File: config.mk
export PLATFORM = sky130hd
export DESIGN_NAME = brds_back
export DESIGN_NICKNAME = d
export VERILOG_FILES = /design/src/brds_pkg.sv /design/src/brds_back.sv
export SDC_FILE = /design/constraint.sdc
export NUM_CORES = 1
export LEC_CHECK = 0
export ABC_AREA = 1
export BUFFER_PORTS_ARGS = -buffer_cell sky130_fd_sc_hd__buf_2
export CORE_MARGIN = 2
export CORE_UTILIZATION = 40
export DETAILED_ROUTE_END_ITERATION = 10
export PLACE_DENSITY_LB_ADDON = 0.05
export REMOVE_ABC_BUFFERS = 1
export SLEW_MARGIN = 20
export SYNTH_ARGS = -nofsm -noshare
export SYNTH_HDL_FRONTEND = slang
export SYNTH_SLANG_ARGS = --single-unit
File: constraint.sdc
create_clock -name clk_i -period 7.84 [get_ports clk_i]
set_clock_uncertainty 0.2 [all_clocks]
set_input_delay 1.568 -clock clk_i [delete_from_list [all_inputs] [get_ports clk_i]]
set_output_delay 1.568 -clock clk_i [all_outputs]
set_load 0.02 [all_outputs]
File: src/brds_pkg.sv
`timescale 1ns / 1ps
package brds_pkg;

  localparam int unsigned SAMPLE_W   = 24;
  localparam int unsigned MAX_CELLS  = 4096;
  localparam int unsigned HALO       = 4;
  localparam int unsigned WIN        = 2 * HALO + 1;
  localparam int unsigned POS_CAP    = MAX_CELLS + 2 * HALO;
  localparam int unsigned POS_W      = $clog2(POS_CAP + 1);
  localparam int unsigned LEN_W      = 13;
  localparam int unsigned IDX_W      = 12;
  localparam int unsigned RES_W      = 32;

  // Numerators are scaled to the common denominator 840. The one-sided edge
  // stencils then reach 3360 * 2^(SAMPLE_W-1) in magnitude, which needs
  // twelve bits above the sample width including the sign.
  localparam int unsigned NUM_W      = SAMPLE_W + 12;
  localparam int unsigned MAG_W      = NUM_W - 1;
  localparam int unsigned PROD_W     = MAG_W + LEN_W;
  localparam int unsigned DIGITS     = (PROD_W + 1 + 3) / 4;
  localparam int unsigned DIVIDEND_W = 4 * DIGITS;
  localparam int unsigned STEP_W     = $clog2(DIGITS);
  localparam int unsigned DIVISOR    = 1680;
  localparam int unsigned ROUND_BIAS = 840;
  localparam int unsigned REM_W      = 11;
  localparam int unsigned QUO_W      = RES_W + 1;

  localparam int unsigned FIFO_DEPTH = 2;
  localparam int unsigned FIFO_PTR_W = $clog2(FIFO_DEPTH);

  localparam int unsigned CFG_IDX_W  = 2;
  localparam logic [CFG_IDX_W-1:0] CFG_LINE_LENGTH = 2'd0;
  localparam logic [CFG_IDX_W-1:0] CFG_HIGH_ORDER  = 2'd1;
  localparam logic [CFG_IDX_W-1:0] CFG_BOUNDARY    = 2'd2;

  localparam logic [LEN_W-1:0] LEN_RESET = LEN_W'(64);
  localparam logic [LEN_W-1:0] LEN_MIN   = LEN_W'(3);
  localparam logic [LEN_W-1:0] LEN_MAX   = LEN_W'(MAX_CELLS);

  localparam logic [RES_W-1:0] RES_POS_MAX = {1'b0, {(RES_W-1){1'b1}}};
  localparam logic [RES_W-1:0] RES_NEG_MAX = {1'b1, {(RES_W-1){1'b0}}};

  typedef struct packed {
    logic signed [NUM_W-1:0] num;
    logic [IDX_W-1:0]        cell_index;
    logic                    last_cell;
  } brds_item_t;

endpackage

File: src/brds_back.sv
`timescale 1ns / 1ps
module brds_back
  import brds_pkg::*;
(
  input  logic                     clk_i,
  input  logic                     rst_ni,
  input  logic                     valid_i,
  input  brds_item_t               item_i,
  output logic                     pop_o,
  input  logic [LEN_W-1:0]         line_len_i,
  output logic                     out_valid_o,
  input  logic                     out_ready_i,
  output logic signed [RES_W-1:0]  derivative_o,
  output logic [IDX_W-1:0]         cell_index_o,
  output logic                     last_cell_o,
  output logic                     saturated_o
);

  typedef enum logic [1:0] {S_IDLE, S_MUL, S_DIV} state_e;

  localparam int unsigned T_W = REM_W + 4;

  state_e                  state_q;
  logic [MAG_W-1:0]        mag_q, num_abs;
  logic                    neg_q, last_q, ovf_q, ovf_next, sat;
  logic [IDX_W-1:0]        cell_q;
  logic [DIVIDEND_W-1:0]   div_q, dividend;
  logic [PROD_W-1:0]       prod;
  logic [REM_W-1:0]        rem_q, rem_next;
  logic [QUO_W-1:0]        quo_q, quo_next;
  logic [STEP_W-1:0]       step_q;
  logic [T_W-1:0]          t;
  logic [3:0]              digit;
  logic [RES_W-1:0]        result;
  logic                    last_step, out_free, out_load;
  logic                    out_valid_q, last_out_q, sat_q;
  logic [RES_W-1:0]        deriv_q;
  logic [IDX_W-1:0]        idx_q;

  assign pop_o   = (state_q == S_IDLE) && valid_i;
  assign num_abs = item_i.num[NUM_W-1] ? MAG_W'(~item_i.num + NUM_W'(1)) : MAG_W'(item_i.num);

  // Twice the product plus half the divisor: the quotient by 1680 is then
  // the magnitude rounded half up.
  assign prod     = PROD_W'(mag_q) * PROD_W'(line_len_i);
  assign dividend = DIVIDEND_W'({prod, 1'b0}) + DIVIDEND_W'(ROUND_BIAS);

  // One radix-16 digit of the long division per cycle; the last one waits while the output register is full.
  always_comb begin
    t     = {rem_q, div_q[DIVIDEND_W-1 -: 4]};
    digit = 4'd0;
    for (int k = 1; k < 16; k++) begin
      if (32'(t) >= k * DIVISOR) begin
        digit = 4'(k);
      end
    end
  end

  assign rem_next  = REM_W'(32'(t) - 32'(digit) * DIVISOR);
  assign quo_next  = {quo_q[QUO_W-5:0], digit};
  assign ovf_next  = ovf_q || (quo_q[QUO_W-1 -: 4] != 4'd0);
  assign last_step = (step_q == STEP_W'(DIGITS - 1));
  assign out_free  = !out_valid_q || out_ready_i;
  assign out_load  = (state_q == S_DIV) && last_step && out_free;

  always_comb begin
    sat = ovf_next
       || (!neg_q && quo_next > QUO_W'(RES_POS_MAX))
       || (neg_q && quo_next > QUO_W'(RES_NEG_MAX));
    if (sat) begin
      result = neg_q ? RES_NEG_MAX : RES_POS_MAX;
    end else begin
      result = neg_q ? (~quo_next[RES_W-1:0] + RES_W'(1)) : quo_next[RES_W-1:0];
    end
  end

  always_ff @(posedge clk_i or negedge rst_ni) begin
    if (!rst_ni) begin
      state_q     <= S_IDLE;
      mag_q       <= '0;
      neg_q       <= 1'b0;
      cell_q      <= '0;
      last_q      <= 1'b0;
      div_q       <= '0;
      rem_q       <= '0;
      quo_q       <= '0;
      ovf_q       <= 1'b0;
      step_q      <= '0;
      out_valid_q <= 1'b0;
      deriv_q     <= '0;
      idx_q       <= '0;
      last_out_q  <= 1'b0;
      sat_q       <= 1'b0;
    end else begin
      if (out_load) begin
        out_valid_q <= 1'b1;
      end else if (out_ready_i) begin
        out_valid_q <= 1'b0;
      end
      unique case (state_q)
        S_IDLE: begin
          if (valid_i) begin
            mag_q   <= num_abs;
            neg_q   <= item_i.num[NUM_W-1];
            cell_q  <= item_i.cell_index;
            last_q  <= item_i.last_cell;
            state_q <= S_MUL;
          end
        end
        S_MUL: begin
          div_q   <= dividend;
          rem_q   <= '0;
          quo_q   <= '0;
          ovf_q   <= 1'b0;
          step_q  <= '0;
          state_q <= S_DIV;
        end
        S_DIV: begin
          if (!last_step) begin
            div_q  <= div_q << 4;
            rem_q  <= rem_next;
            quo_q  <= quo_next;
            ovf_q  <= ovf_next;
            step_q <= step_q + STEP_W'(1);
          end else if (out_free) begin
            deriv_q     <= result;
            idx_q       <= cell_q;
            last_out_q  <= last_q;
            sat_q       <= sat;
            state_q     <= S_IDLE;
          end
        end
        default: state_q <= S_IDLE;
      endcase
    end
  end

  assign out_valid_o  = out_valid_q;
  assign derivative_o = deriv_q;
  assign cell_index_o = idx_q;
  assign last_cell_o  = last_out_q;
  assign saturated_o  = sat_q;

endmodule

Word level (Yosys, flattened, before mapping) --
Index checks and enable logic that the tools add are counted.
Word-level totals: register bits 199, bits of input ports 66, output and inout port bits 48, word-level logic and storage cells 102
Operators by class: add/subtract/negate cells 5, multiply operators 2, $lt $le $gt $ge 17, eq/ne operators 7, multiplexer cells 35, bitwise operators 2, reduce and logical (&&, ||, !) cells 19
Operator list (count):
- $pmux W52 S2 | 1
- $mux W32 | 3
- $ge A15 B15 Y1 const B | 6
- $ge A15 B14 Y1 const B | 5
- $pmux W33 S2 | 1
- $mux W4 | 13
- $mux W52 | 1
- $add A49 B10 Y50 const B | 1
- $mul A35 B13 Y48 | 1
- $add A35 B2 Y35 const B | 1
- $mux W35 | 1
- $not A35 Y35 | 1
- $gt A33 B31 Y1 const B | 1
- $gt A33 B32 Y1 const B | 1
- $mux W33 | 1
- $add A32 B1 Y32 const B | 1
- $not A32 Y32 | 1
- $ge A15 B13 Y1 const B | 2
- $pmux W11 S2 | 1
- $ge A15 B11 Y1 const B | 1
- $ge A15 B12 Y1 const B | 1
- $mux W11 | 1
- $sub A11 B11 Y11 | 1
- $mux W2 | 5
- other kinds (18) | 35

Logic depth before layout (Yosys ltp) --
depth in word-level cells 21, depth in mapped cells 38, depth with buffers taken out 36

Worst setup path before layout --
OpenSTA, ideal clock, no wires.
path kind input-to-reg, from in line_len_i[3], to reg div_q[40], setup time 0.127 ns, arrival 7.193 ns, data required time 7.513 ns, slack 0.319 ns, stages 32, path buffers 3, cells stage by stage clkbuf_1 > clkbuf_1 > nand2_1 > inv_1 > fa_1 > inv_1 > fa_1 > inv_1 > fa_1 > inv_1 > fa_1 > fa_1 > inv_1 > ha_1 > nand2_1 > clkinv_1 > a21boi_2 > xnor2_1 > nand2_1 > nor2_2 > inv_2 > nor2_8 > nand3_2 > nor2_2 > and2_1 > buf_4 > nand3_2 > nor2_2 > xor2_1 > nand2_1 > nand2_1 > o21ai_1
On the way: word-level cells in the longest chain between the ends 3
Ends and longest elaborated chain:
- start: declaration | line brds_back.sv:10 | input logic [LEN_W-1:0] line_len_i,
- $mul A35 B13 Y48 | line brds_back.sv:45 | assign prod = PROD_W'(mag_q) * PROD_W'(line_len_i);
- $add A49 B10 Y50 | line brds_back.sv:46 | assign dividend = DIVIDEND_W'({prod, 1'b0}) + DIVIDEND_W'(ROUND_BIAS);
- $pmux W52 S2 | line brds_back.sv:100 | unique case (state_q)
- end signal: assignment | line brds_back.sv:111 | div_q <= dividend;
- end signal: assignment | line brds_back.sv:120 | div_q <= div_q << 4;
- end: declaration | line brds_back.sv:27 | logic [DIVIDEND_W-1:0] div_q, dividend;
No other way between the ends. A chain may end at the register's enable or synchronous reset.

Worst setup path after layout --
from in line_len_i[3], to reg div_q[30]
The elaborated chain is that of the path after synthesis.

==> impl_metrics.py <==
metrics = {
    "setup_path": {
        "slowest_delay_ps": 540,
        "worstPathMaxFanout": 9,
        "timing.rr.start": "mag_q[6]$_DFFE_PN0P_",
        "critPathLaunchType": "input port",
        "end_kind": "flip-flop",
        "worst_path_max_delay_cell": "fa_1",
        "worstSetupPathType": "in -> reg",
        "startpoint": "line_len_i[3]",
        "rrSetupSlack_ps": 980,
        "crit_required_ps": 8000,
        "worstPathArrival_ps": 7600,
    },
    "global_routing": {
        "grt_use_met1_pct": 32.71,
        "grt_pass1_vias": 24400,
        "use_met2_pct": 38.95,
        "overflow": 0,
        "track_usage_pct": 23.73,
        "grt_pass1_wl_mm": 130.9,
        "grt.busiest_layer": "met2",
        "grt_max_degree": 154,
        "grt_util_met3_pct": 3.832,
        "antenna_found_initial": 0,
    },
    "yosys": {
        "synth_top_area_share_pct": 27.23,
        "yosysWarnings": 0,
        "syn_area_sq_um": 26760,
        "yosysMostFrequentCell": "nand2_1",
        "synth_cell_types": 60,
        "synth-edff-count": 0,
        "yosys-top-cells-area": "fa_1 (27%), dfrtp_1 (19%), nand2_1 (14%)",
        "synthCells": 3627,
        "synth_top_area_cell": "fa_1",
        "synth_area_per_cell_sq_um": 7.377,
        "ys_ff_latch": 198,
        "async_reset_ff_share_pct": 100.0,
        "synth_flop_cell": "dfrtp_1",
        "synth_seq_area_share_pct": 18.52,
        "yosys-top-cells-count": "nand2_1 (966), inv_1 (845), fa_1 (364), nor2_1 (208), o21ai_0 (201)",
    },
    "floorplan": {
        "dieWidth_um": 262.6,
        "die_area_sq_um": 68980,
        "start_util_pct": 40.55,
        "fp-row-count": 94,
        "io_pins": 114,
        "die_h_um": 262.6,
        "core_sq_um": 65980,
    },
    "placement": {
        "globalplace.congestion": 0.8819,
        "place_hpwl_mm": 64.30,
        "dpl_cell_area_sq_um": 30180,
        "dp_cells": 4747,
        "pre_cts_slack_ps": -435.8,
        "io_buffers": 113,
    },
    "detailed_routing": {
        "routed_wl_mm": 79.59,
        "drc": 0,
        "ant_nets": 0,
        "vias_per_cell": 4.937,
        "vias": 23600,
        "wl_per_cell_um": 16.65,
        "first_pass_iters": 6,
        "drtIter0Drc": 1157,
    },
    "sta": {
        "slew_headroom_pct": 28.59,
        "tightestPinTransition_ps": 1071,
        "rsz0062_at_grt": "no",
        "setup_viol": 0,
        "min_period_over_period_pct": 94.88,
        "hold_violations": 0,
        "hold_slack_ps": 283.7,
        "drv_slew": 0,
        "min_period_ps": 7439,
        "layout_setup_ws_ps": 401.3,
        "timing.fmax_mhz": 134.4,
    },
    "cts": {
        "root_buffer": "clkbuf_16",
        "path_clk_slew_ps": 90,
        "cts_max_level": 4,
        "clkLatencyLatePin_ps": 510,
        "clock_sinks": 198,
        "clockBufferDepth": 2,
        "cts_tree": "yes",
        "cts_hold_buf": 0,
        "cts_buffers": 17,
    },
    "hold_path": {
        "hp-start": "cell_index_o[2]$_DFFE_PN0P_",
        "hold_class": "reg -> reg",
    },
    "final_layout": {
        "post-route-cell-area_sq_um": 30900,
        "antenna_cells": 0,
        "syn_to_final_growth_pct": 15.50,
        "final_layout_size_suffix_gt1_share_pct": 13.56,
        "finalNonFillerCells": 4781,
        "layout.nets": 4443,
    },
    "flow_run": {
        "maxCapViolations": 0,
    },
    "status": {
        "status": "finished clean",
    },
}
cells by family after synthesis:
kind of cell               after synthesis  synth area share [%]
buffers and inverters                 1007                 14.21
adders and majority gates              473                 32.33
AOI/OAI and AO/OA                      421                 9.282
xor gates and xnor gates               117                 4.026
DFF                                    198                 18.52
and+or+nand+nor                       1411                 21.63
worst paths after layout:
check / end / cells after the start
setup reg to reg: div_q[30]$_DFFE_PN0P_ / 26
max in group asynchronous: mag_q[32]$_DFFE_PN0P_ / 2
hold / removal: cell_index_o[2]$_DFFE_PN0P_ / 2
min in group asynchronous: div_q[18]$_DFFE_PN0P_ / 1
hold reg to reg: cell_index_o[2]$_DFFE_PN0P_ / 2
setup / recovery: div_q[30]$_DFFE_PN0P_ / 30
layout make-up:
type | count | area [sq um]
fill | 6730 | 35080
multi-input combinational | 2422 | 18100
sequential | 198 | 4955
inverter | 857 | 3217
timing repair buffer | 408 | 2948
tap | 864 | 1081
clock buffer | 18 | 429.2
clock inverter | 14 | 178.9
state kept, by name, indices dropped and copies added (netlist names):
register	count
quo_q	33
mag_q	35
neg_q	1
last_cell_o	1
div_q	51
out_valid_o	1
cell_q	12
saturated_o	1
state_q	2
ovf_q	1
rem_q	11
last_q	1
derivative_o	32
cell_index_o	12
step_q	4
per-stage QoR:
stage	utilization (%)	setup TNS, ps
after floorplan	-	0
after global placement	45.74	-5885
after detailed placement	45.74	-5004
after CTS	46.66	0
after global routing	46.84	0
final	46.84	0
placed cells by master, fill, tap and decap left out, types with 12 or more instances in the layout:
cell and instances:
ha_1 108, fa_1 364, a21oi_1 69, a31oi_1 13, xnor2_1 23, nor4_1 12, o21ai_0 201, inv_1 845
clkbuf_16 17, nor3_1 36, dfrtp_1 198, nand4_1 43, buf_4 282, xor2_1 85, or2_2 13, o22ai_1 40
buf_2 107, a2bb2oi_1 23, nand3_1 93, nor2_1 199, nand2_1 962, nor2_2 16
layer usage:
| layer | share of wire (%) | vias up |
|---|---|---|
| li1 | - | 11410 |
| met1 | 46 | 11610 |
| met2 | 47 | 515 |
| met3 | 5.1 | 68 |
| met4 | 1.8 | 0 |
| met5 | 0 | - |
worst max-delay path, delay by kind of cell:
family / cells / cell delay (ps)
AOI/OAI and AO/OA: 6 / 850
and+or+nand+nor: 6 / 600
buffers and inverters: 10 / 1090
adders and majority gates: 6 / 2910
xor gates and xnor gates: 2 / 550
repair_timing:
| action | in CTS | in global routing |
|---|---|---|
| buffers inserted | 0 | 2 |
| resized for setup | 0 | 28 |
| setup endpoints to repair | 0 | 15 |
Power is left out: the tool's default activity adds up to more than one toggle a clock period on the data nets, which glitch-free logic cannot reach.
