--- src/brds_pkg.sv ---
`timescale 1ns / 1ps
package brds_pkg;

  localparam int unsigned SAMPLE_W   = 24;
  localparam int unsigned MAX_CELLS  = 4096;
  localparam int unsigned HALO       = 4;
  localparam int unsigned WIN        = 2 * HALO + 1;
  localparam int unsigned POS_CAP    = MAX_CELLS + 2 * HALO;
  localparam int unsigned POS_W      = $clog2(POS_CAP + 1);
  localparam int unsigned LEN_W      = 13;
  localparam int unsigned IDX_W      = 12;
  localparam int unsigned RES_W      = 32;

  // Numerators are scaled to the common denominator 840. The one-sided edge
  // stencils then reach 3360 * 2^(SAMPLE_W-1) in magnitude, which needs
  // twelve bits above the sample width including the sign.
  localparam int unsigned NUM_W      = SAMPLE_W + 12;
  localparam int unsigned MAG_W      = NUM_W - 1;
  localparam int unsigned PROD_W     = MAG_W + LEN_W;
  localparam int unsigned DIGITS     = (PROD_W + 1 + 3) / 4;
  localparam int unsigned DIVIDEND_W = 4 * DIGITS;
  localparam int unsigned STEP_W     = $clog2(DIGITS);
  localparam int unsigned DIVISOR    = 1680;
  localparam int unsigned ROUND_BIAS = 840;
  localparam int unsigned REM_W      = 11;
  localparam int unsigned QUO_W      = RES_W + 1;

  localparam int unsigned FIFO_DEPTH = 2;
  localparam int unsigned FIFO_PTR_W = $clog2(FIFO_DEPTH);

  localparam int unsigned CFG_IDX_W  = 2;
  localparam logic [CFG_IDX_W-1:0] CFG_LINE_LENGTH = 2'd0;
  localparam logic [CFG_IDX_W-1:0] CFG_HIGH_ORDER  = 2'd1;
  localparam logic [CFG_IDX_W-1:0] CFG_BOUNDARY    = 2'd2;

  localparam logic [LEN_W-1:0] LEN_RESET = LEN_W'(64);
  localparam logic [LEN_W-1:0] LEN_MIN   = LEN_W'(3);
  localparam logic [LEN_W-1:0] LEN_MAX   = LEN_W'(MAX_CELLS);

  localparam logic [RES_W-1:0] RES_POS_MAX = {1'b0, {(RES_W-1){1'b1}}};
  localparam logic [RES_W-1:0] RES_NEG_MAX = {1'b1, {(RES_W-1){1'b0}}};

  typedef struct packed {
    logic signed [NUM_W-1:0] num;
    logic [IDX_W-1:0]        cell_index;
    logic                    last_cell;
  } brds_item_t;

endpackage

--- src/brds_front.sv ---
`timescale 1ns / 1ps
module brds_front
  import brds_pkg::*;
(
  input  logic                       clk_i,
  input  logic                       rst_ni,
  input  logic                       in_valid_i,
  output logic                       in_ready_o,
  input  logic signed [SAMPLE_W-1:0] sample_i,
  input  logic                       line_end_i,
  input  logic [LEN_W-1:0]           line_len_i,
  input  logic                       high_order_i,
  input  logic                       boundary_mode_i,
  output logic                       push_o,
  output brds_item_t                 item_o,
  input  logic                       full_i
);

  typedef enum logic [2:0] {
    ST_CD2, ST_CD4, ST_CD6, ST_CD8, ST_LEFT, ST_RIGHT
  } stencil_e;

  localparam logic signed [NUM_W-1:0] K3    = NUM_W'(3);
  localparam logic signed [NUM_W-1:0] K14   = NUM_W'(14);
  localparam logic signed [NUM_W-1:0] K32   = NUM_W'(32);
  localparam logic signed [NUM_W-1:0] K70   = NUM_W'(70);
  localparam logic signed [NUM_W-1:0] K126  = NUM_W'(126);
  localparam logic signed [NUM_W-1:0] K168  = NUM_W'(168);
  localparam logic signed [NUM_W-1:0] K420  = NUM_W'(420);
  localparam logic signed [NUM_W-1:0] K560  = NUM_W'(560);
  localparam logic signed [NUM_W-1:0] K630  = NUM_W'(630);
  localparam logic signed [NUM_W-1:0] K672  = NUM_W'(672);
  localparam logic signed [NUM_W-1:0] K1260 = NUM_W'(1260);
  localparam logic signed [NUM_W-1:0] K1680 = NUM_W'(1680);

  logic signed [SAMPLE_W-1:0] window_q [WIN];
  logic signed [NUM_W-1:0]    f [WIN];
  logic signed [NUM_W-1:0]    d1, d2, d3, d4, num;
  logic [POS_W-1:0]           pos_q, pos_d, cell_pos;
  logic [LEN_W-1:0]           cell_len, rev, cell_q;
  logic                       pend_q, last_q, accept, emit;
  stencil_e                   cls_q, cls_d;

  assign in_ready_o = !pend_q || !full_i;
  assign accept     = in_valid_i && in_ready_o;
  assign push_o     = pend_q && !full_i;

  // The sample at position p completes the cell p - 2*HALO.
  assign cell_pos = pos_q - POS_W'(2 * HALO);
  assign emit     = (pos_q >= POS_W'(2 * HALO)) && (32'(cell_pos) < 32'(line_len_i));
  assign cell_len = LEN_W'(cell_pos);
  assign rev      = line_len_i - cell_len - LEN_W'(1);

  always_comb begin
    pos_d = pos_q;
    if (line_end_i) begin
      pos_d = '0;
    end else if (pos_q < POS_W'(POS_CAP)) begin
      pos_d = pos_q + POS_W'(1);
    end
  end

  // Stencil choice: the configured order, or in boundary mode by the distance to the nearer line end.
  always_comb begin
    cls_d = high_order_i ? ST_CD8 : ST_CD6;
    if (boundary_mode_i) begin
      if (cell_len == LEN_W'(0)) begin
        cls_d = ST_LEFT;
      end else if (rev == LEN_W'(0)) begin
        cls_d = ST_RIGHT;
      end else if (cell_len == LEN_W'(1) || rev == LEN_W'(1)) begin
        cls_d = ST_CD2;
      end else if (cell_len == LEN_W'(2) || rev == LEN_W'(2)) begin
        cls_d = ST_CD4;
      end else if (cell_len == LEN_W'(3) || rev == LEN_W'(3)) begin
        cls_d = ST_CD6;
      end
    end
  end

  always_ff @(posedge clk_i) begin
    if (accept) begin
      for (int k = 0; k < WIN - 1; k++) begin
        window_q[k] <= window_q[k+1];
      end
      window_q[WIN-1] <= sample_i;
    end
  end

  always_ff @(posedge clk_i or negedge rst_ni) begin
    if (!rst_ni) begin
      pos_q  <= '0;
      pend_q <= 1'b0;
      cls_q  <= ST_CD6;
      cell_q <= '0;
      last_q <= 1'b0;
    end else if (accept) begin
      pos_q  <= pos_d;
      pend_q <= emit;
      cls_q  <= cls_d;
      cell_q <= cell_len;
      last_q <= (rev == LEN_W'(0));
    end else if (push_o) begin
      pend_q <= 1'b0;
    end
  end

  // Numerator over the common denominator 840, from the settled window.
  always_comb begin
    for (int k = 0; k < WIN; k++) begin
      f[k] = NUM_W'(window_q[k]);
    end
    d1 = f[HALO+1] - f[HALO-1];
    d2 = f[HALO+2] - f[HALO-2];
    d3 = f[HALO+3] - f[HALO-3];
    d4 = f[HALO+4] - f[HALO-4];
    unique case (cls_q)
      ST_CD2:   num = K420 * d1;
      ST_CD4:   num = K560 * d1 - K70 * d2;
      ST_CD6:   num = K630 * d1 - K126 * d2 + K14 * d3;
      ST_CD8:   num = K672 * d1 - K168 * d2 + K32 * d3 - K3 * d4;
      ST_LEFT:  num = K1680 * f[HALO+1] - K1260 * f[HALO] - K420 * f[HALO+2];
      ST_RIGHT: num = K1260 * f[HALO] - K1680 * f[HALO-1] + K420 * f[HALO-2];
      default:  num = '0;
    endcase
  end

  assign item_o.num        = num;
  assign item_o.cell_index = cell_q[IDX_W-1:0];
  assign item_o.last_cell  = last_q;

endmodule

--- config.mk ---
export PLATFORM = sky130hd
export DESIGN_NAME = brds_front
export DESIGN_NICKNAME = d
export VERILOG_FILES = /design/src/brds_pkg.sv /design/src/brds_front.sv
export SDC_FILE = /design/constraint.sdc
export NUM_CORES = 2
export LEC_CHECK = 0
export BUFFER_PORTS_ARGS = -buffer_cell sky130_fd_sc_hd__buf_2
export CAP_MARGIN = 30
export CORE_ASPECT_RATIO = 1.25
export CORE_UTILIZATION = 66
export DETAILED_ROUTE_END_ITERATION = 8
export PLACE_DENSITY = 0.8
export REMOVE_ABC_BUFFERS = 1
export SLEW_MARGIN = 20
export SYNTH_ARGS = -nofsm -noshare
export SYNTH_HDL_FRONTEND = slang
export SYNTH_SLANG_ARGS = --single-unit
--- constraint.sdc ---
create_clock -name clk_i -period 24.3 [get_ports clk_i]
set_clock_uncertainty 0.15 [all_clocks]
set_input_delay 1.215 -clock clk_i [delete_from_list [all_inputs] [get_ports clk_i]]
set_output_delay 1.215 -clock clk_i [all_outputs]
set_load 0.005 [all_outputs]
After elaboration in Yosys (flattened, before gate mapping). Memory sizes are Yosys's and may differ from the RTL's. Cells that the tools add are included.

Multiplexer cells: 14. Add/sub/neg operators: 18. $mul: 14. Reductions and logical operators: 15. Magnitude comparators: 3. Equal/unequal tests: 11.

Operators with widths (count): case mux 36 bit (6 select lines) (1); multiplier 8 x 24 -> 32 bit, first input constant (4); subtractor 24 x 24 -> 25 bit (4); multiplier 7 x 25 -> 32 bit, first input constant (3); adder 36 x 30 -> 36 bit (2); subtractor 36 x 33 -> 36 bit (2); subtractor 36 x 34 -> 36 bit (2); subtractor 36 bit (2); multiplier 6 x 25 -> 31 bit, first input constant (2); equality test 13 x 2 -> 1 bit, second input constant (4); adder 36 x 34 -> 36 bit (1); subtractor 36 x 28 -> 36 bit (1); multiplier 10 x 25 -> 35 bit, first input constant (1); multiplier 10 x 24 -> 34 bit, first input constant (1); multiplier 8 x 25 -> 33 bit, first input constant (1); multiplier 4 x 25 -> 29 bit, first input constant (1); multiplier 3 x 25 -> 28 bit, first input constant (1); equality test 13 x 1 -> 1 bit, second input constant (2); zero test 13 bit (2); 2-to-1 mux 13 bit (2); adder 13 x 1 -> 13 bit, second input constant (1); greater-or-equal comparator 13 x 4 -> 1 bit, second input constant (1); less-than comparator 13 bit (1); less-than comparator 13 bit, second input constant (1); 15 further kinds (32).

Output and inout bits: 51. Logic and storage cells: 81. Bits of input ports: 44. Register bits after elaboration: 30. Memories: 1. Memory bits (writable): 216.

Memory list: window_q (depth 9, bits a word 24, rd ports 9, clocked after Yosys merged registers in 0, wr ports 9, RTL line brds_front.sv:36) `logic signed [SAMPLE_W-1:0] window_q [WIN];`.

Longest topological paths before layout.
Word-level depth: 11. Gate-level depth with buffers: 46. Mapped depth without buffers: 46.

Worst setup path after synthesis. OpenSTA, ideal clock, no wires.

Path kind: register to output. Start: memory window_q[5][0], in the netlist window_q[0][120]. End: output port item_o[47] (netlist name). Arrival: 9457 ps. Path slack: 13478 ps. Buffers on the path: 0. Cell stages (with the launch flop): 42. Data required time: 22935 ps. Cells stage by stage: edfxtp_1 inv_1 ha_1 fa_1 nor2b_1 o21ai_0 a21boi_0 nor2_1 inv_1 a31oi_1 o21bai_1 a21oi_1 xnor2_1 nand2_1 inv_1 fa_1 fa_1 fa_1 [6 not listed] o21ai_0 a21oi_1 nand2_1 a21oi_1 xnor2_1 fa_1 ha_1 a21o_1 a21o_1 a21oi_1 o211ai_1 nor3_1 o31ai_1 o311ai_0 a31oi_1 nand4b_1 a21oi_1 a2111o_1.

RTL lines: from (decl) (RTL line brds_front.sv:36); to (decl) (RTL line brds_front.sv:15) `output brds_item_t item_o,`.

==> results.md <==
Run status:
- The flow ran to the end, and the final reports show no timing, DRC or antenna violations.

Yosys:
- The cell type contributing the most total cell area after synthesis is sky130_fd_sc_hd__ha_1.
- Of the synthesized area, sequential elements account for between 10% and 20%.
- Yosys instantiated no cell more often than sky130_fd_sc_hd__inv_1.
- The share of the synthesized area in the top cell type is 24.5%.
- Counting flops and latches in the post-synthesis netlist gives approximately 250.
- For this run, the leading register cell type out of synthesis is sky130_fd_sc_hd__edfxtp_1.
- The post-synthesis instance total is ~7,300.
- Each instance of the synthesized netlist takes up on average around 9.2 µm².
- Ranked by total cell area, the synthesized netlist is headed by sky130_fd_sc_hd__ha_1 24%, sky130_fd_sc_hd__fa_1 24%, sky130_fd_sc_hd__edfxtp_1 9.7%.
- For this run, the number of Yosys warnings is 0.
- Counting instances in the post-synthesis netlist gives the leading cell types as 1,448 x sky130_fd_sc_hd__inv_1, 1,309 x sky130_fd_sc_hd__ha_1, 791 x sky130_fd_sc_hd__fa_1.
- The distinct cell type count after synthesis is roughly 100.
- The cell area after synthesis is 66,900 µm².
- For this run, asynchronously set or reset flops after synthesis account for between 10% and 20%.
- Counting flops with a built-in enable in the synthesized netlist gives roughly 220.

STA:
- Static timing analysis puts the maximum clock frequency at around 0.074 GHz.
- Setup violations remaining at the end of the flow were counted as 0.
- The total count of max-transition violations in the final report is 0.
- The number of hold violations in the final report was 0.
- Headroom to the max-slew limit came out at a little over a quarter.
- The worst-margin pin slew is 1.09 ns.
- Setup repair after global routing left no endpoint under its margin.
- After routing, the total negative slack on setup checks comes to 0 ns.
- After layout, the worst path uses a little under three fifths of the clock period.
- The routed design could run at a clock period as short as about 14 ns.

Setup path:
- The category of the worst setup path capture point is a primary output.
- The number of cells on the worst reg-to-reg path is 18.
- The critical path in this run is classified as flip-flop to primary output.
- Setup slack on the worst reg-to-reg path comes out at a little under 20 ns.
- In this run the critical register-to-register path is launched from pos_q[3].
- At the worst endpoint, the required time is 22.93 ns.
- The highest-delay cell along the critical path is sky130_fd_sc_hd__a21oi_1.
- The end of the worst register-to-register path is cls_q[0].
- The largest stage delay on the critical path is 0.59 ns.
- Data on the critical path arrives at its endpoint at about 12 ns.
- The worst setup path is launched from a flip-flop.
- The largest driver fanout on the critical path is 12.

Floorplanning:
- The die covers between 100,000 and 150,000 µm².
- The height of the die is around 360 µm.
- The core region is between 100,000 and 150,000 µm².
- The starting utilization of the core area is between 60% and 70%.
- The die is 287 µm wide.
- The I/O pin total is 95.
- The site row count is 130.

Global routing:
- The wire length of the first global-routing pass is 308 mm.
- The pin count of the biggest net entering global routing is 84.
- The number of global-route vias before repair is about 54,000.
- The final global-route overflow total is 0.
- Global routing used about two fifths of the available tracks across all layers.
- The number of antenna violations at the first check in global routing is 0.

CTS:
- The number of gates resized after CTS was 0.
- Clock-pin slew was measured on the worst setup and hold paths at around 0.06 ns.
- The later pin in the worst-skew pair is clocked with a latency of about 0.60 ns.
- Clock tree synthesis inserted a total of 29 buffers.
- The number of buffers added for setup after CTS is 0.
- The clock tree from TritonCTS is built.
- The number of levels the H-tree was split into is 1.
- The number of buffers on the longest clock path is 3.
- For this design, the CTS-stage hold fixing added 0 buffers.
- The cell sitting at the root of the clock tree is a sky130_fd_sc_hd__clkbuf_16.
- The number of sinks driven by the clock tree is approximately 250.

Placement:
- Input and output buffers added on the ports amount to 94.
- The global placer's final weighted congestion is a little over 1.
- The half-perimeter wire length of the detailed placement result is between 150 and 200 mm.

Routing:
- The number of design rule violations left after detail routing is 0.
- The routed wire length is roughly 200 mm.
- The first-pass detailed-route iteration total is 8.
- Across all layers, the routed design uses 53,300 vias.
- The count of nets left with antenna violations once routing finished came out at 0.
- The number of DRC violations after detailed-routing iteration 0 is about 4,100.
- The detail-routed net length per standard cell is 22.8 µm.
- In the routed layout, each cell is associated on average with a via count of 6.07.

Final layout:
- In the final design database the tool counted around 9,600 nets.
- The antenna diode instance count is 0.
- The growth of design area from synthesis to finish is 5.33%.
- The fraction of layout cells with a size suffix above 1 is under 10%.

Min path:
- Counting instances, the worst hold path has a depth of 0.
- The worst hold path endpoint is window_q[0][17].
- The startpoint identified for the worst hold timing path is window_q[0][41].
- The min-delay analysis places its worst path in the category flip-flop to flip-flop.

Run:
- The number of maximum-capacitance constraint violations is 0.
-- metal layers --
metal	GRT usage [%]	vias up	part of all wire, %
met5	0	-	0
met4	27.2	0	8.5
met3	4.33	527	6.2
met2	64.0	1990	45
met1	49.9	25900	40
li1	-	25000	-
-- stage by stage --
step	instance area, µm²	setup slack, ns	util (%)	std cells	hold slack, ns
4_1_cts	70300	10.85	70.0	8774	0.296
3_5_place_dp	69400	11.52	69.0	8721	0.284
5_1_grt	70400	10.25	70.1	8784	0.305
3_3_place_gp	69300	11.75	69.0	8715	0.280
2_1_floorplan	66700	13.43	-	7243	0.276
6_report	70400	10.79	70.1	8784	0.297
-- cell usage in the layout (no fill, tap or decap), types with 112 or more instances in the layout --
master and instances:
sky130_fd_sc_hd__xor2_1 185, sky130_fd_sc_hd__inv_1 1447, sky130_fd_sc_hd__o21ai_0 297, sky130_fd_sc_hd__xnor2_1 427
sky130_fd_sc_hd__a21oi_1 422, sky130_fd_sc_hd__fa_1 791, sky130_fd_sc_hd__a21o_1 161, sky130_fd_sc_hd__nor3_1 112
sky130_fd_sc_hd__ha_1 1309, sky130_fd_sc_hd__nor2_1 357, sky130_fd_sc_hd__edfxtp_1 216, sky130_fd_sc_hd__nand2_1 301
-- registers in the layout (all words and copies together) (netlist names) --
signal	cells
cls_q	3
window_q	216
pos_q	13
pend_q	1
last_q	1
cell_q	12
-- final cells by class --
| type | count | area [µm²] |
|---|---|---|
| Sequential cell | 246 | 7240 |
| Fill cell | 8085 | 30100 |
| Inverter | 1452 | 5460 |
| Clock inverter | 19 | 163 |
| Timing Repair Buffer | 168 | 1070 |
| Tap cell | 1320 | 1650 |
| Clock buffer | 34 | 796 |
| Multi-Input combinational cell | 5545 | 54100 |
-- logic make-up (layout without fill, tap and decap cells) --
logic type,after synthesis,after routing,share of synthesized area [%]
compound gates,1512,1512,14.7
xor+xnor,620,620,8.18
fa+ha+maj,2100,2100,48.2
buf+inv,1499,1673,8.43
flops,246,246,10.8
mux,20,20,0.312
simple gates,1293,1293,9.41
-- critical path, delay by kind of cell, from the launching register on --
kind,cells,cell delay (ns)
AND/OR/NAND/NOR,6,0.88
AO/OA/AOI/OAI,14,4.75
adder cells (fa/ha/maj),10,3.85
flip-flops,1,0.48
buffers and inverters,4,0.73
XOR/XNOR,3,0.81
-- worst max path at each step --
stage	startpoint	slack (ns)	depth (start not counted)	endpoint
finish	window_q[0][120]	10.79	37	item_o[43]
global route	window_q[0][120]	10.25	44	item_o[43]
CTS	window_q[0][73]	10.85	40	item_o[43]
detailed placement	window_q[0][73]	11.52	40	item_o[43]
global placement	window_q[0][77]	11.75	39	item_o[43]
floorplan	window_q[0][144]	13.43	36	item_o[48]
Power is not shown: default switching activity piles up to over one toggle a cycle in this logic, so the estimate is an artifact.
