$ cat src/brds_pkg.sv
`timescale 1ns / 1ps
package brds_pkg;

  localparam int unsigned SAMPLE_W   = 24;
  localparam int unsigned MAX_CELLS  = 4096;
  localparam int unsigned HALO       = 4;
  localparam int unsigned WIN        = 2 * HALO + 1;
  localparam int unsigned POS_CAP    = MAX_CELLS + 2 * HALO;
  localparam int unsigned POS_W      = $clog2(POS_CAP + 1);
  localparam int unsigned LEN_W      = 13;
  localparam int unsigned IDX_W      = 12;
  localparam int unsigned RES_W      = 32;

  // Numerators are scaled to the common denominator 840. The one-sided edge
  // stencils then reach 3360 * 2^(SAMPLE_W-1) in magnitude, which needs
  // twelve bits above the sample width including the sign.
  localparam int unsigned NUM_W      = SAMPLE_W + 12;
  localparam int unsigned MAG_W      = NUM_W - 1;
  localparam int unsigned PROD_W     = MAG_W + LEN_W;
  localparam int unsigned DIGITS     = (PROD_W + 1 + 3) / 4;
  localparam int unsigned DIVIDEND_W = 4 * DIGITS;
  localparam int unsigned STEP_W     = $clog2(DIGITS);
  localparam int unsigned DIVISOR    = 1680;
  localparam int unsigned ROUND_BIAS = 840;
  localparam int unsigned REM_W      = 11;
  localparam int unsigned QUO_W      = RES_W + 1;

  localparam int unsigned FIFO_DEPTH = 2;
  localparam int unsigned FIFO_PTR_W = $clog2(FIFO_DEPTH);

  localparam int unsigned CFG_IDX_W  = 2;
  localparam logic [CFG_IDX_W-1:0] CFG_LINE_LENGTH = 2'd0;
  localparam logic [CFG_IDX_W-1:0] CFG_HIGH_ORDER  = 2'd1;
  localparam logic [CFG_IDX_W-1:0] CFG_BOUNDARY    = 2'd2;

  localparam logic [LEN_W-1:0] LEN_RESET = LEN_W'(64);
  localparam logic [LEN_W-1:0] LEN_MIN   = LEN_W'(3);
  localparam logic [LEN_W-1:0] LEN_MAX   = LEN_W'(MAX_CELLS);

  localparam logic [RES_W-1:0] RES_POS_MAX = {1'b0, {(RES_W-1){1'b1}}};
  localparam logic [RES_W-1:0] RES_NEG_MAX = {1'b1, {(RES_W-1){1'b0}}};

  typedef struct packed {
    logic signed [NUM_W-1:0] num;
    logic [IDX_W-1:0]        cell_index;
    logic                    last_cell;
  } brds_item_t;

endpackage

$ cat src/brds_fifo.sv
`timescale 1ns / 1ps
module brds_fifo
  import brds_pkg::*;
(
  input  logic       clk_i,
  input  logic       rst_ni,
  input  logic       push_i,
  input  brds_item_t item_i,
  output logic       full_o,
  input  logic       pop_i,
  output brds_item_t item_o,
  output logic       valid_o
);

  brds_item_t             mem_q [FIFO_DEPTH];
  logic [FIFO_PTR_W-1:0]  wr_ptr_q, rd_ptr_q;
  logic [FIFO_PTR_W:0]    count_q;

  assign full_o  = (count_q == (FIFO_PTR_W+1)'(FIFO_DEPTH));
  assign valid_o = (count_q != '0);
  assign item_o  = mem_q[rd_ptr_q];

  always_ff @(posedge clk_i) begin
    if (push_i) begin
      mem_q[wr_ptr_q] <= item_i;
    end
  end

  always_ff @(posedge clk_i or negedge rst_ni) begin
    if (!rst_ni) begin
      wr_ptr_q <= '0;
      rd_ptr_q <= '0;
      count_q  <= '0;
    end else begin
      if (push_i) begin
        wr_ptr_q <= wr_ptr_q + FIFO_PTR_W'(1);
      end
      if (pop_i) begin
        rd_ptr_q <= rd_ptr_q + FIFO_PTR_W'(1);
      end
      if (push_i && !pop_i) begin
        count_q <= count_q + (FIFO_PTR_W+1)'(1);
      end else if (pop_i && !push_i) begin
        count_q <= count_q - (FIFO_PTR_W+1)'(1);
      end
    end
  end

endmodule

$ cat config.mk
export PLATFORM = sky130hd
export DESIGN_NAME = brds_fifo
export DESIGN_NICKNAME = d
export VERILOG_FILES = /design/src/brds_pkg.sv /design/src/brds_fifo.sv
export SDC_FILE = /design/constraint.sdc
export NUM_CORES = 1
export LEC_CHECK = 0
export BUFFER_PORTS_ARGS = -buffer_cell sky130_fd_sc_hd__buf_4
export CAP_MARGIN = 40
export CORE_MARGIN = 2
export CORE_UTILIZATION = 56
export CTS_CLUSTER_DIAMETER = 150
export DETAILED_ROUTE_END_ITERATION = 10
export GPL_TIMING_DRIVEN = 1
export PLACE_DENSITY = 0.84
export RECOVER_POWER = 25
export SKIP_LAST_GASP = 1
export SYNTH_ARGS = -nofsm -noshare
export SYNTH_HDL_FRONTEND = slang
export SYNTH_SLANG_ARGS = --single-unit
$ cat constraint.sdc
create_clock -name clk_i -period 4.9 [get_ports clk_i]
set_input_delay 0.245 -clock clk_i [delete_from_list [all_inputs] [get_ports clk_i]]
set_output_delay 0.245 -clock clk_i [all_outputs]
set_load 0.02 [all_outputs]
* After elaboration in Yosys (flattened, before gate mapping)
Memories as Yosys holds them, arrays and structs flattened. Index checks and enable logic that the tools add are counted.
Word-level totals: register bits 4, memory bits (writable) 98, input port bits 53, output and inout bits 51, word-level logic and storage cells 19, memories 1
Cells by class: add/sub/neg operators 4, eq/ne operators 1, muxes and demuxes 4, reductions and logical operators 6
Memories:
- mem_q | words 2, bits a word 49, rd ports 1, clocked after Yosys merged registers in 0, wr ports 1, line brds_fifo.sv:15 | brds_item_t mem_q [FIFO_DEPTH];
Operator list (count):
- 2-bit 2-to-1 mux | 2
- 2-bit nonzero test | 2
- 1-bit adder, second input constant | 2
- 2-bit by 1-bit adder with 2-bit output, second input constant | 1
- 2-bit == test, second input constant | 1
- 1-bit logical AND | 2
- 1-bit zero test | 2
- 1-bit 2-to-1 mux | 2
- 2-bit by 1-bit subtractor with 2-bit output, second input constant | 1

* Longest topological paths before layout
Gate-level depths: netlist of the first run.
depth after elaboration 4, mapped depth 5, mapped depth without buffers 5

* Worst setup path after synthesis of the first run
No wires, ideal clock.
kind reg2reg, from reg wr_ptr_q, to mem mem_q[0][0] (netlist bit) (enable), library setup time 462 ps, arrival time 2588 ps, setup slack 1850 ps, stages on the path, launching flop included 2, buffers on the path 0, period minus slack after synthesis 3050 ps, path through dfrtp_1 > nor2b_1
RTL lines:
- start, declared | line brds_fifo.sv:16 | logic [FIFO_PTR_W-1:0] wr_ptr_q, rd_ptr_q;
- start signal, assigned | line brds_fifo.sv:36 | wr_ptr_q <= wr_ptr_q + FIFO_PTR_W'(1);
- end, declared | line brds_fifo.sv:15
No word-level cell before the write port.

==> impl_metrics.json, run 1 <==
{
  "status": "completed",
  "drive_above_1_share": 0.5993,
  "skew_ps": 9.922,
  "required_ps": 4660,
  "cp-end-kind": "primary output",
  "root_buffer": "clkbuf_8",
  "synthArstFlopShare": 0.03922,
  "rsz0062_at_grt": "false",
  "cts_tree": "yes",
  "coreArea_sq_mm": 0.006832,
  "crit_type": "reg -> out",
  "cts_resized": 0,
  "fin_ws_ps": 2845,
  "n_antenna_cell": 0,
  "drv_slew": 0,
  "critPathBufInv": 2,
  "syn-num-nets": 223,
  "ys_warn_count": 0,
  "crit_top_cell": "buf_4",
  "hold_violations": 0,
  "reg2reg_slack_ps": 3130,
  "synth_area_leaders": "edfxtp_1 (74%), mux2_4 (18%), buf_12 (2.5%), dfrtp_1 (2.5%), xor2_1 (0.88%)",
  "synth_top_area_frac": 0.7396,
  "slowest_delay_ps": 550,
  "period_needed_ps": 2055,
  "grt_overflow_total": 0,
  "postRouteAntennaNets": 0,
  "start_util": 0.5824,
  "io_buffers": 103,
  "ys_seq_area_frac": 0.7648,
  "dieArea_sq_mm": 0.007795,
  "syn-cell-area_sq_mm": 0.003979,
  "antenna_found_initial": 0,
  "tightest_slew_ps": 639.0,
  "worstSkewPairLatency_ps": 350,
  "num_io_pins": 104,
  "drt-total-wl_mm": 6.371,
  "avgSynthCellArea_sq_um": 23.54,
  "yosysTopAreaCell": "edfxtp_1",
  "htreeDepth": 3,
  "grt_first_pass_wirelength_mm": 9.266,
  "dp_slack_ps": 3107,
  "path_clk_slew_ps": 90,
  "worstSetupStartpointType": "flop",
  "dieHeight_um": 88.29,
  "leakage_nw": 2.021,
  "setup_viol": 0,
  "maxCapViolCount": 0,
  "drtIter0Drc": 75,
  "fin_area_sq_mm": 0.005017,
  "clk_path_buf_depth": 2,
  "critical_path.slowest_cell": "dfrtp_2",
  "fmax_mhz": 486.7,
  "synth_cell_type_count": 13,
  "cts_sinks": 102,
  "power_per_cell_area_mw_per_mm2": 574.7,
  "worstHoldPathType": "in -> reg",
  "slew_headroom": 0.5740,
  "synthTopCellsByCount": "edfxtp_1 (98), mux2_4 (49), buf_12 (5), dfrtp_1 (4), xor2_1 (4)",
  "postPlaceCellArea_sq_mm": 0.004826,
  "die_w_um": 88.29,
  "grt_max_degree": 31,
  "hpwlAfterDp_mm": 4.387,
  "drc_errors": 0,
  "synth_edf_count": 98,
  "grt_usage": 0.1651,
  "route.detailed.wl_per_inst_um": 16.63,
  "viasPerCell": 4.958,
  "place_congestion": 0.6592,
  "numCtsBuffers": 9,
  "syn-instance-count": 169,
  "min_period_over_period": 0.4193,
  "rows": 30,
  "hold_slack_ps": 85.36,
  "crit_family": "buffers and inverters",
  "worstPathArrival_ps": 1810,
  "layout.nets": 336,
  "syn2layout_area_growth_pct": 26.10,
  "final_core_util": 0.7344,
  "ys_ff_latch": 102,
  "synth-main-ff-cell": "edfxtp_1",
  "final.setup.tns_ps": 0,
  "path_cells": "buf_4 -> mux2_4 -> buf_4",
  "synth.most_common_cell": "edfxtp_1",
  "vdd_drop_max_v": 0.0003898,
  "drtPass1Iterations": 4,
  "grt_pass1_vias": 1845,
  "num_vias": 1899,
  "crit_fanout": 19
}
flip-flops by register name, indices dropped and copies added, names as in the netlist:
| signal | count |
|---|---|
| rd_ptr_q | 1 |
| wr_ptr_q | 1 |
| mem_q | 98 |
| count_q | 2 |
worst paths after layout:
| kind | start | end | cells after the start |
|---|---|---|---|
| setup / recovery | rd_ptr_q | item_o[14] | 3 |
| hold / removal | pop_i | rd_ptr_q | 2 |
| setup reg to reg | wr_ptr_q | mem_q[0][6] | 2 |
| hold reg to reg | count_q[1] | count_q[1] | 1 |
| max in group asynchronous | rst_ni | rd_ptr_q | 2 |
| min in group asynchronous | rst_ni | rd_ptr_q | 2 |
placed cells by master (no fill, tap or decap):
| cell type | count |
|---|---|
| clkbuf_1 | 4 |
| bufinv_16 | 1 |
| dlygate4sd3_1 | 1 |
| buf_12 | 2 |
| nor2b_4 | 1 |
| xnor2_1 | 1 |
| clkinv_2 | 2 |
| dfrtp_1 | 3 |
| and2_2 | 1 |
| clkbuf_8 | 9 |
| inv_1 | 1 |
| nor2b_1 | 1 |
| clkbuf_4 | 32 |
| dfrtp_2 | 1 |
| ha_1 | 1 |
| edfxtp_1 | 98 |
| mux2_4 | 49 |
| clkinvlp_4 | 2 |
| xor2_1 | 4 |
| buf_4 | 69 |
| nor2_1 | 1 |
| inv_6 | 2 |
| or2_2 | 1 |
repair_timing:
item                                    CTS  global route
endpoints found under the setup margin    0             0
hold buffers                              1             0
endpoints found under the hold margin     4             0
buffers inserted                          0             0
cell families (layout without fill, tap and decap cells):
logic type / Yosys count / in the layout / share of synthesized area
AND/OR/NAND/NOR: 5 / 5 / 0.007233
adder cells (fa/ha/maj): 1 / 1 / 0.003144
flip-flops: 102 / 102 / 0.7648
XOR/XNOR: 5 / 5 / 0.01101
buffers and inverters: 7 / 125 / 0.02893
multiplexers: 49 / 49 / 0.1849
final cells by class:
class	instances	area [sq um]
inverters	1	3.754
multi-input cells	60	829.5
fillers	451	1814
repair buffers	108	823.3
flip-flops and latches	102	3044
well taps	96	120.1
clock buffers	9	123.9
clock inverters	7	72.57
layer usage:
| layer | track usage | part of all wire | wire (um) |
|---|---|---|---|
| met1 | 0.2060 | 0.40 | 2571 |
| met2 | 0.2748 | 0.53 | 3368 |
| met3 | 0.04944 | 0.050 | 316 |
| met4 | 0.06336 | 0.018 | 114 |
| met5 | 0 | 0 | 0 |
stage by stage:
stage	cells	power, mW
after floorplan	169	2.073
after global placement	364	2.361
after detailed placement	366	2.402
after CTS	383	2.916
after global routing	383	3.010
final	383	2.883
power by group:
group          leakage (nW)  switching (mW)  total (mW)  internal (mW)
combinational         0.959           0.560        1.14          0.578
clock                0.0960           0.278       0.516          0.238
sequential            0.965          0.0709        1.23           1.16
Note: power is estimated with default switching activity, not from simulation.
==> run 2: changes to the inputs <==
- ABC_AREA: not set -> 1
- CORE_UTILIZATION: 56 -> 52
- PLACE_DENSITY: 0.84 -> 0.79
- clock period: 4.9 -> 2.1 ns (I/O delays scaled with it)
==> run 2 against run 1 <==
  * Setup slack got worse by 2700 ps
  * First-iteration DRC count up 37%
  * Synthesized area up 0.44%
  * Utilization rose by 2.6 points
  * Sequential share of layout area is 6.0 points lower
  * Power increased by 140%
  * Routed wire length grew 17%
==> impl_metrics.json, run 2 <==
{
  "crit_start": "rd_ptr_q",
  "stdcell_count": 447,
  "io_buffers": 103,
  "syn-instance-count": 178,
  "route.detailed.wl_per_inst_um": 16.63,
  "start_util": 0.5451,
  "grt_first_pass_wirelength_mm": 11.50,
  "dp_slack_ps": 532.3,
  "min_period_over_period": 0.9221,
  "grt_max_degree": 41,
  "setup_viol": 0,
  "num_io_pins": 104,
  "crit_fanout": 19,
  "crit_top_cell": "buf_4",
  "cts_tree": "yes",
  "largest-register": "mem_q",
  "synthArstFlopShare": 0.03922,
  "synthTopCellsByCount": "edfxtp_1 (98), mux2_4 (49), inv_1 (7), nand2_1 (6), buf_12 (5)",
  "rows": 31,
  "regArea_sq_mm": 0.003047,
  "n_antenna_cell": 0,
  "maxCapViolCount": 0,
  "viasPerCell": 4.740,
  "slew_headroom": 0.6928,
  "final_common_cell": "edfxtp_1",
  "place_congestion": 0.6954,
  "post_cts_buffers": 0,
  "vdd_drop_max_v": 0.0006348,
  "avgSynthCellArea_sq_um": 22.45,
  "postRouteAntennaNets": 0,
  "drt-total-wl_mm": 7.433,
  "total_power_mw": 6.882,
  "skew_ps": 15.57,
  "synth_cell_type_count": 13,
  "critPathBufInv": 2,
  "path_cells": "buf_4 -> mux2_4 -> buf_4",
  "fillCellCount": 419,
  "die_w_um": 91.67,
  "drc_errors": 0,
  "synth-main-ff-cell": "edfxtp_1",
  "ys_ff_latch": 102,
  "period_needed_ps": 1936,
  "dieArea_sq_mm": 0.008402,
  "root_buffer": "clkbuf_8",
  "rr_startpoint": "wr_ptr_q",
  "tightest_slew_ps": 460.1,
  "power_per_cell_area_mw_per_mm2": 1235,
  "r2r_cells": 3,
  "synth_area_leaders": "edfxtp_1 (74%), mux2_4 (18%), buf_12 (2.5%), dfrtp_1 (2.5%), inv_1 (0.66%)",
  "rsz0062_at_grt": "false",
  "grt_pass1_vias": 2332,
  "required_ps": 2000,
  "placed_cells": 379,
  "hold_violations": 0,
  "ys_seq_area_frac": 0.7614,
  "path_clk_slew_ps": 90,
  "ys_warn_count": 0,
  "syn-num-nets": 232,
  "fmax_mhz": 516.4,
  "status": "completed",
  "synth_edf_count": 98,
  "reg2reg_slack_ps": 720,
  "critical_path.slowest_cell": "dfrtp_4",
  "crit_type": "reg -> out",
  "grt_overflow_total": 0,
  "syn-cell-area_sq_mm": 0.003996,
  "reg.largest.list": "mem_q: 98 flops, count_q: 2 flops",
  "slowest_delay_ps": 670,
  "r2r-end": "mem_q[1][1]",
  "layout_common_cells": "edfxtp_1 (98), buf_4 (71), dlygate4sd3_1 (52), mux2_4 (49), clkbuf_4 (27)",
  "cp-end-kind": "primary output",
  "crit_family": "flip-flops",
  "synth.most_common_cell": "edfxtp_1",
  "grt_usage": 0.1838,
  "drive_above_1_share": 0.4799,
  "drtPass1Iterations": 6,
  "numCtsBuffers": 9,
  "layout.nets": 397,
  "final.setup.tns_ps": 0,
  "hpwlAfterDp_mm": 4.565,
  "syn2layout_area_growth_pct": 39.48,
  "dieHeight_um": 91.67,
  "leakage_nw": 2.265,
  "worstSkewPairLatency_ps": 350,
  "fin_ws_ps": 163.7,
  "coreArea_sq_mm": 0.007331,
  "clk_path_buf_depth": 2,
  "yosysTopAreaCell": "edfxtp_1",
  "worstHoldPathType": "in -> async",
  "worstPathArrival_ps": 1830,
  "num_vias": 2119,
  "drtIter0Drc": 103,
  "worstSetupStartpointType": "flop",
  "cts_sinks": 102,
  "htreeDepth": 3,
  "multi_input_area_sq_um": 823.3,
  "drv_slew": 0,
  "synth_top_area_frac": 0.7364,
  "largest_reg_flops": 98,
  "antenna_found_initial": 0
}
run 2: changes by cell type after synthesis:
| cell | delta |
|---|---|
| nand2_1 | +6 |
| nor2_1 | +1 |
| and2_1 | -1 |
| xor2_1 | -2 |
| or2_2 | -1 |
| inv_1 | +6 |
| nor2b_1 | -2 |
| nand3_1 | +1 |
| nand4_1 | +1 |
run 2: kinds of logic after synthesis:
group	count (synthesis)	share of synthesized area
flops	102	0.7614
mux	49	0.1841
buf+inv	13	0.03444
simple gates	10	0.01033
xor+xnor	3	0.006576
fa+ha+maj	1	0.003130
run 2: final cells by class:
type	instances	area share
clock inverter	3	0.008305
clock buffer	13	0.02671
tap	99	0.02222
multi-input combinational	63	0.1477
sequential	102	0.5466
inverter	7	0.004714
timing repair buffer	160	0.2438
run 2: metal layers:
layer	track usage	wire [um]	vias to the layer above
li1	-	-	1009
met1	0.2155	2964	1026
met2	0.3290	3982	71
met3	0.03040	328	13
met4	0.08586	158	0
met5	0	0	-
run 2: what timing repair did:
item | 4_1_cts | 5_1_grt
setup endpoints to repair | 0 | 0
hold endpoints to repair | 104 | 0
hold buffers | 52 | 0
gates resized for setup | 0 | 0
run 2: where the power goes:
part	leakage, nW	switching [mW]	internal (mW)
clock network	0.0938	0.616	0.588
registers	0.966	0.217	2.71
logic	1.20	1.32	1.43
total	2.26	2.15	4.73
run 2: stage by stage:
stage / cell area [sq um] / hold WS, ps / utilization
finish: 5574 / 120.2 / 0.7604
global route: 5574 / 119.1 / 0.7604
CTS: 5597 / 68.83 / 0.7634
detailed placement: 4881 / -92.94 / 0.6658
global placement: 4881 / -96.39 / 0.6658
floorplan: 4004 / -190.6 / -
run 2: how the worst max path moves through the flow:
stage | to | slack, ps | depth (start not counted)
CTS | item_o[44] | 140 | 3
detailed placement | item_o[44] | 530 | 3
floorplan | mem_q[1][0] | 270 | 2
global route | item_o[19] | 90 | 3
finish | item_o[19] | 160 | 3
global placement | item_o[37] | 570 | 3
==> run 3: changes to the inputs <==
- ABC_AREA: 1 -> not set
- RECOVER_POWER: 25 -> 100
- SKIP_LAST_GASP: 1 -> not set
==> run 3 against run 2 <==
  * Sequential power shrank 1%
  * Hold slack improved by 53 ps
  * Sequential share of layout area increased by 2.8 points
  * Largest cell class unchanged
==> impl_metrics.json, run 3 (synthesis results as in run 1) <==
{
  "num_io_pins": 104,
  "final_common_cell": "edfxtp_1",
  "critical_path.slowest_cell": "dfrtp_4",
  "fin_area_sq_mm": 0.005306,
  "place_congestion": 0.7539,
  "busiest_layer": "met2",
  "placed_cells": 372,
  "drtIter0Drc": 91,
  "fin_ws_ps": 217.5,
  "leakage_nw": 2.007,
  "largest_reg_flops": 98,
  "drc_errors": 0,
  "regArea_sq_mm": 0.003047,
  "grt_max_degree": 30,
  "syn2layout_area_growth_pct": 33.36,
  "rr_startpoint": "wr_ptr_q",
  "rsz0062_at_grt": "false",
  "path_clk_slew_ps": 90,
  "postRouteAntennaNets": 0,
  "min_period_over_period": 0.8964,
  "slew_headroom": 0.4746,
  "route.detailed.wl_per_inst_um": 16.64,
  "drtPass1Iterations": 4,
  "hold_violations": 0,
  "root_buffer": "clkbuf_8",
  "crit_fanout": 15,
  "status": "completed",
  "final_core_util": 0.7238,
  "required_ps": 2000,
  "reg.largest.list": "mem_q: 98 flops, count_q: 2 flops",
  "cp-end-kind": "primary output",
  "drt-total-wl_mm": 7.320,
  "r2r_cells": 2,
  "clk_path_buf_depth": 2,
  "grt_pass1_vias": 2242,
  "hold_slack_ps": 172.7,
  "io_buffers": 103,
  "setup_viol": 0,
  "numCtsBuffers": 9,
  "worstSkewPairLatency_ps": 340,
  "postPlaceCellArea_sq_mm": 0.004842,
  "dp_slack_ps": 623.8,
  "start_util": 0.5428,
  "num_vias": 2092,
  "worstPathArrival_ps": 1780,
  "final.setup.tns_ps": 0,
  "fillCellCount": 504,
  "drive_above_1_share": 0.3490,
  "grt_first_pass_wirelength_mm": 11.29,
  "reg2reg_slack_ps": 520,
  "tightest_slew_ps": 788.1,
  "grtUsageMet1": 0.1937,
  "total_power_mw": 6.360,
  "cts_sinks": 102,
  "critPathBufInv": 2,
  "cts_tree": "yes",
  "gr-usage-met2": 0.3419,
  "dieArea_sq_mm": 0.008368,
  "grtUsageMet3": 0.03320,
  "path_cells": "clkbuf_2 -> mux2_1 -> buf_4",
  "drv_slew": 0,
  "crit_type": "reg -> out",
  "period_needed_ps": 1882,
  "fmax_mhz": 531.2,
  "maxCapViolCount": 0,
  "layout_common_cells": "edfxtp_1 (98), dlygate4sd3_1 (52), buf_4 (50), mux2_1 (44), clkbuf_4 (38)",
  "layout.nets": 390,
  "antenna_found_initial": 0,
  "slowest_delay_ps": 580,
  "htreeDepth": 3,
  "power_per_cell_area_mw_per_mm2": 1199,
  "dieHeight_um": 91.48,
  "rows": 31,
  "grt_overflow_total": 0,
  "worstSetupStartpointType": "flop",
  "grt_usage": 0.1801,
  "crit_family": "flip-flops",
  "n_antenna_cell": 0,
  "skew_ps": 10.60,
  "multi_input_area_sq_um": 656.9,
  "r2r-end": "mem_q[0][17]",
  "worstHoldPathType": "in -> async",
  "hpwlAfterDp_mm": 4.466,
  "vdd_drop_max_v": 0.0005309,
  "die_w_um": 91.48,
  "viasPerCell": 4.755,
  "cts_resized": 0,
  "coreArea_sq_mm": 0.007331,
  "stdcell_count": 440,
  "largest-register": "mem_q"
}
==> run 3: cell types whose count changed in the layout (fill, tap and decap cells not counted), sizes merged <==
| cell | delta |
|---|---|
| buf | -25 |
| clkbuf | +23 |
| nand2 | -6 |
| inv | -5 |
| clkinv | +2 |
| nor2b | +2 |
| xor2 | +2 |
| and2 | +1 |
| clkinvlp | +1 |
| nand3 | -1 |
| nand4 | -1 |
| nor2 | -1 |
| or2 | +1 |
==> run 3: worst reg2reg max path, stage by stage, from the launching register on <==
cell,delay (ps)
dfrtp_1,410
nor2b_1,160
clkbuf_2,630
==> run 3: layout make-up <==
| cell class | count | area share |
|---|---|---|
| Sequential cell | 102 | 0.5742 |
| Clock inverter | 7 | 0.01368 |
| Multi-Input combinational cell | 60 | 0.1238 |
| Timing Repair Buffer | 162 | 0.2410 |
| Inverter | 1 | 0.0007074 |
| Tap cell | 99 | 0.02334 |
| Clock buffer | 9 | 0.02334 |
==> run 3: metal layers <==
layer	wire, um	part of all wire	vias up
li1	-	-	994
met3	266	0.036	8
met4	95	0.013	0
met1	2841	0.39	1034
met5	0	0	-
met2	4116	0.56	56
==> run 3: worst max path at each step <==
stage | start | endpoint | slack (ps) | cells past startpoint
final | rd_ptr_q | item_o[1] | 220 | 3
after floorplan | wr_ptr_q | mem_q[1][0] | 90 | 1
after CTS | rd_ptr_q | item_o[1] | 240 | 3
after global routing | rd_ptr_q | item_o[30] | 120 | 3
after global placement | rd_ptr_q | item_o[27] | 640 | 3
after detailed placement | rd_ptr_q | item_o[1] | 620 | 3
==> run 3: timing repair <==
item,4_1_cts,5_1_grt
hold endpoints to repair,104,0
hold buffers,52,0
buffers inserted,0,0
==> run 3: power by group <==
part / total (mW) / internal [mW] / switching (mW)
Sequential: 2.88 / 2.71 / 0.166
Combinational: 2.28 / 1.02 / 1.26
Clock: 1.20 / 0.553 / 0.644
